### config.mk
export PLATFORM = sky130hd
export DESIGN_NAME = qrt_post
export DESIGN_NICKNAME = d
export VERILOG_FILES = /design/src/rtl/qrt_pkg.sv /design/src/rtl/qrt_post.sv
export SDC_FILE = /design/constraint.sdc
export NUM_CORES = 2
export LEC_CHECK = 0
export ABC_AREA = 1
export BUFFER_PORTS_ARGS = -buffer_cell sky130_fd_sc_hd__buf_4
export CORE_ASPECT_RATIO = 1.25
export CORE_MARGIN = 2
export CORE_UTILIZATION = 30
export CTS_CLUSTER_DIAMETER = 200
export CTS_CLUSTER_SIZE = 12
export DETAILED_ROUTE_END_ITERATION = 8
export SLEW_MARGIN = 20
export SYNTH_ARGS = -nofsm -noshare
export SYNTH_HDL_FRONTEND = slang
export SYNTH_SLANG_ARGS = --single-unit
### constraint.sdc
create_clock -name clk -period 16.52 [get_ports clk]
set_clock_uncertainty 0.1 [all_clocks]
set_input_delay 0.826 -clock clk [delete_from_list [all_inputs] [get_ports clk]]
set_output_delay 0.826 -clock clk [all_outputs]
set_load 0.02 [all_outputs]
### src/rtl/qrt_pkg.sv
// qrt_pkg: shared widths, register indexes and payload types for the
// quaternion rigid transform core; no dependencies
`timescale 1ns / 1ps
`default_nettype none
package qrt_pkg;

  localparam int CW  = 32;
  localparam int QCW = 16;
  localparam int MW  = 2 * QCW + 2;
  localparam int NW  = 2 * QCW + 1;
  localparam int PW  = MW + CW;
  localparam int AW  = PW + 2;
  localparam int QW  = AW - 1;
  localparam int RW  = NW;
  localparam int IW  = 3;
  localparam int ROT_W_RESET = 16384;

  typedef enum logic [IW-1:0] {
    CFG_ROT_W   = 3'd0,
    CFG_ROT_X   = 3'd1,
    CFG_ROT_Y   = 3'd2,
    CFG_ROT_Z   = 3'd3,
    CFG_SHIFT_X = 3'd4,
    CFG_SHIFT_Y = 3'd5,
    CFG_SHIFT_Z = 3'd6
  } cfg_idx_t;

  typedef struct packed {
    logic          kind;
    logic [CW-1:0] in_x;
    logic [CW-1:0] in_y;
    logic [CW-1:0] in_z;
  } in_t;

  typedef struct packed {
    logic [CW-1:0] out_x;
    logic [CW-1:0] out_y;
    logic [CW-1:0] out_z;
    logic          degenerate;
    logic          saturated;
  } out_t;

  typedef struct packed {
    logic [2:0][2:0][MW-1:0] mat;
    logic [NW-1:0]           n;
    logic                    degen;
    logic [2:0][CW-1:0]      shift;
  } pose_t;

  typedef struct packed {
    logic [2:0][RW-1:0] rem;
    logic [2:0][QW-1:0] mq;
    logic [2:0]         neg;
    logic               kind;
    logic               degen;
  } div_item_t;

endpackage
`default_nettype wire

### src/rtl/qrt_post.sv
// qrt_post: rounding, sign restore, translation, saturation and output register
// depends on qrt_pkg
`timescale 1ns / 1ps
`default_nettype none
module qrt_post import qrt_pkg::*; (
  input  wire logic      clk,
  input  wire logic      rst_n,
  input  wire pose_t     pose,
  input  wire logic      up_valid,
  output logic           up_ready,
  input  wire div_item_t up_item,
  output logic           out_valid,
  input  wire logic      out_ready,
  output out_t           out_data
);

  localparam logic signed [AW:0] HI = {{(AW-CW+2){1'b0}}, {(CW-1){1'b1}}};
  localparam logic signed [AW:0] LO = ~HI;

  logic va_r, ov_r, adv_a, adv_b;
  logic [2:0][AW-1:0] val_r;
  logic kind_r, degen_r;
  out_t od_r;

  logic [2:0][AW-1:0] val_nxt;
  logic [QW-1:0] qr;
  logic signed [AW-1:0] sv;
  logic signed [AW:0] tot;
  logic [2:0][CW-1:0] crd;
  logic sat;
  out_t od_nxt;

  assign adv_b    = !ov_r || out_ready;
  assign adv_a    = !va_r || adv_b;
  assign up_ready = adv_a;

  always_comb begin
    for (int i = 0; i < 3; i++) begin
      qr = up_item.mq[i] + QW'({up_item.rem[i], 1'b0} >= {1'b0, pose.n});
      sv = $signed({1'b0, qr});
      val_nxt[i] = up_item.neg[i] ? -sv : sv;
    end
  end

  always_comb begin
    sat = 1'b0;
    crd = '0;
    for (int i = 0; i < 3; i++) begin
      tot = (AW+1)'($signed(val_r[i]));
      if (kind_r) tot = tot + (AW+1)'($signed(pose.shift[i]));
      if (tot > HI) begin
        crd[i] = HI[CW-1:0];
        sat    = 1'b1;
      end else if (tot < LO) begin
        crd[i] = LO[CW-1:0];
        sat    = 1'b1;
      end else begin
        crd[i] = tot[CW-1:0];
      end
    end
    od_nxt.out_x      = degen_r ? '0 : crd[0];
    od_nxt.out_y      = degen_r ? '0 : crd[1];
    od_nxt.out_z      = degen_r ? '0 : crd[2];
    od_nxt.degenerate = degen_r;
    od_nxt.saturated  = degen_r ? 1'b0 : sat;
  end

  always_ff @(posedge clk) begin
    if (!rst_n) begin
      va_r <= 1'b0;
      ov_r <= 1'b0;
    end else begin
      if (adv_a) va_r <= up_valid;
      if (adv_b) ov_r <= va_r;
    end
  end

  always_ff @(posedge clk) begin
    if (adv_a) begin
      val_r   <= val_nxt;
      kind_r  <= up_item.kind;
      degen_r <= up_item.degen;
    end
    if (adv_b) od_r <= od_nxt;
  end

  assign out_valid = ov_r;
  assign out_data  = od_r;

endmodule
`default_nettype wire

==> results.md <==
- Largest family of logic cells by synthesized area: simple AND/OR/NAND/NOR gates
- Post-synthesis sequential area ratio: 19.7%
- Initial Utilization: 30.2%
- Pins over their slew limit: 0
- Core area: 154000 µm²
- Final instance area: 53700 µm²
- Clock latency on the worst-skew pair: 0.65 ns
- Placed cell area: 52800 µm²
- Post-Synth XOR/XNOR Area: 8.07%
- Row cnt: 161
- Largest delay share family, worst path: simple AND/OR/NAND/NOR gates
- Post-synthesis mux area share: 0.409%
- M1 WL: 87200 µm
- # setup viols final: 0
- Maximum VDD drop: 0.0000825 V
- Antenna Nets Post-Route: 0
- Worst Setup Slack, final: 10.17 ns
- Async S/R FF share, synth: 0%
- Cell variety after synth: 68
- Final global-route overflow total: 0
- CP max stage cell: o211ai_1
- Yosys warns: 0
- Post-synth EDFFs: 304
- Vias in the first global route: 50000
- Drt wl/cell: 20.0 µm
- Startpoint types: input port
- Resize count post-CTS: 0
- DR vias/cell: 4.99
- First-pass GRT wire length: 304000 µm
- Worst Setup SP: pose[122]
- Largest net degree at the start of global routing: 184
- Worst-path clk slew: 0.06 ns
- Die Wd: 356 µm
- CTS tree: yes
- Worst setup EP type: register
- Synth Area in Simple Gates: 43.3%
- Place WS: 9.67 ns
- Final GP Congestion: 1.02
- Hold WC Path Type: in2reg
- Post-Synthesis Net Count: 8904
- DR pass1 iterations: 6
- CTS Hold Bufs: 0
- Storage element area: 9170 µm²
- Antenna violations before repair: 24
- Avg Cell Area, Syn: 5.92 µm²
- Clk sink count: 306
- Status: finished clean
- RSZ-0062 raised after global routing: false
- Synth Area in Adders: 8.45%
- Worst path max stage delay: 0.90 ns
- CP arrival: 6.62 ns
- Max Clk Rate: 0.157 GHz
- P_leak: 26.7 nW
- #FFs+latches synth: 306
- Area Overhead vs Synth: 15.5%
- WL final: 208000 µm
- CTS Buffer Depth: 3
- Syn Inst Count: 7847
- Crit path kind: in2reg
- Post-CTS setup buffers: 0
- Via Count: 51900
- Critical path peak fanout: 5
- Most frequent CP cell: nand2_1
- Most frequent cells in the layout: 2594 x nand2_1, 1276 x inv_1, 920 x nor2_1
- DR WL met2: 94000 µm
- Proportion of layout cells with a drive suffix above 1: 10.2%
- Tmin final: 6.35 ns
- Ys flop type: edfxtp_1
- Post-layout total power: 0.00354 W
- Final nets: 9397
- Commonest non-fill, non-tap cell in the layout: nand2_1
- Mapped cell area: 46500 µm²
- Max-cap violations: 0
- Tcrit/Tclk final: 38.5%
- Area of the multi-input gates: 32100 µm²
- CP required: 16.79 ns
- Total CTS buffers: 29
- Initial DRC count: 3903
- Filler cells: 17300
- DR DRC count: 0
- Worst flop-to-flop path startpoint: val_r[136]$_DFFE_PP_
- I/O Buffers: 537
- Die area: 158000 µm²
- Hpwl dp: 180000 µm
- All-Layer GR Usage: 25.3%
- WP buf/inv: 5
- Complex-gate fraction of the synthesized area: 8.79%
- Final setup TNS: 0 ns
- Hold_sp: up_item[0]
- H-tree lvl count: 1
- Met3 routed WL: 16000 µm
- Root Driver: clkbuf_16
- Worst Max-Slew Pin Slew: 1.14 ns
- Final hold violations: 0
- Io pins: 845
- Core Util, Final: 34.9%
- Top routing layer in use: met5
- Rel. slew slack: 23.4%
- Power Dens Cells: 65.9 nW/µm²
- Die height: 444 µm
## routing by layer
metal | vias up | GRT usage, %
met1 | 23700 | 31.9
li1 | 26100 | -
met5 | - | 0
met4 | 16 | 11.1
met2 | 1717 | 42.0
met3 | 346 | 4.65
## stage by stage
stage | hold slack, ns | std cells
detailed placement | 0.375 | 10300
CTS | 0.245 | 10400
finish | 0.294 | 10400
global placement | 0.366 | 10300
floorplan | 0.327 | 7847
global route | 0.270 | 10400
## logic make-up after synthesis
group	after synthesis
xor+xnor	416
mux	19
simple gates	4660
buf+inv	1391
fa+ha+maj	312
compound gates	743
flops	306
## sequential cells by signal, indices dropped and copies added, names as in the netlist
| register | flops |
|---|---|
| val_r | 204 |
| out_data | 98 |
| degen_r | 1 |
| kind_r | 1 |
| out_valid | 1 |
| va_r | 1 |
## cells in the mapped netlist, types with 4 or more instances
cell	number	share of area, %
nand2_1	2596	21
inv_1	1277	10
nor2_1	920	7.4
nand3_1	449	4.8
a21oi_1	375	4.0
ha_1	309	8.3
edfxtp_1	304	20
xor2_1	301	5.7
o21ai_0	218	2.3
nand4_1	180	2.4
nor3_1	166	1.8
xnor2_1	101	1.9
nor4_1	69	0.93
clkbuf_1	61	0.49
or2_2	54	0.73
nor2_2	53	0.71
o21bai_1	38	0.61
nand3b_1	37	0.60
o211ai_1	36	0.58
nand2_2	27	0.36
nand3_2	26	0.56
mux2i_1	19	0.41
nor2_4	19	0.46
a31oi_1	18	0.24
buf_1	16	0.13
inv_2	16	0.13
buf_2	14	0.15
xor2_2	14	0.49
o21ai_1	13	0.14
and2_1	9	0.12
nor3_2	9	0.19
a21o_1	8	0.13
nand4_2	8	0.22
nor4_2	8	0.22
o21ai_2	6	0.11
o31ai_1	6	0.097
and3_1	5	0.067
o21a_1	5	0.081
or2_1	5	0.067
nor3_4	4	0.14
## power breakdown
part	internal (W)	switching [W]	total, W
Combinational	0.000600	0.00123	0.00183
Clock	0.000333	0.000314	0.000646
Sequential	0.000971	0.0000879	0.00106
Total	0.00190	0.00163	0.00354
## path summary, 6_finish.rpt
check                               end  slack [ns]  cells after the start
max reg2reg  out_data[14]$_SDFFCE_PP0P_       11.20                     24
min                   degen_r$_DFFE_PP_        0.29                      1
min reg2reg      out_valid$_SDFFE_PN0P_        0.39                      2
max                 val_r[63]$_DFFE_PP_       10.17                     28
## area by class of cell
class	instances	share of cell area, %
inverter	1299	9.10
antenna	14	0.0653
tap	2037	4.75
timing repair buffer	554	7.77
clock buffer	41	1.44
multi-input combinational	6150	59.7
sequential	306	17.1
clock inverter	2	0.0629
No activity file was read; power rests on OpenSTA's default activity.
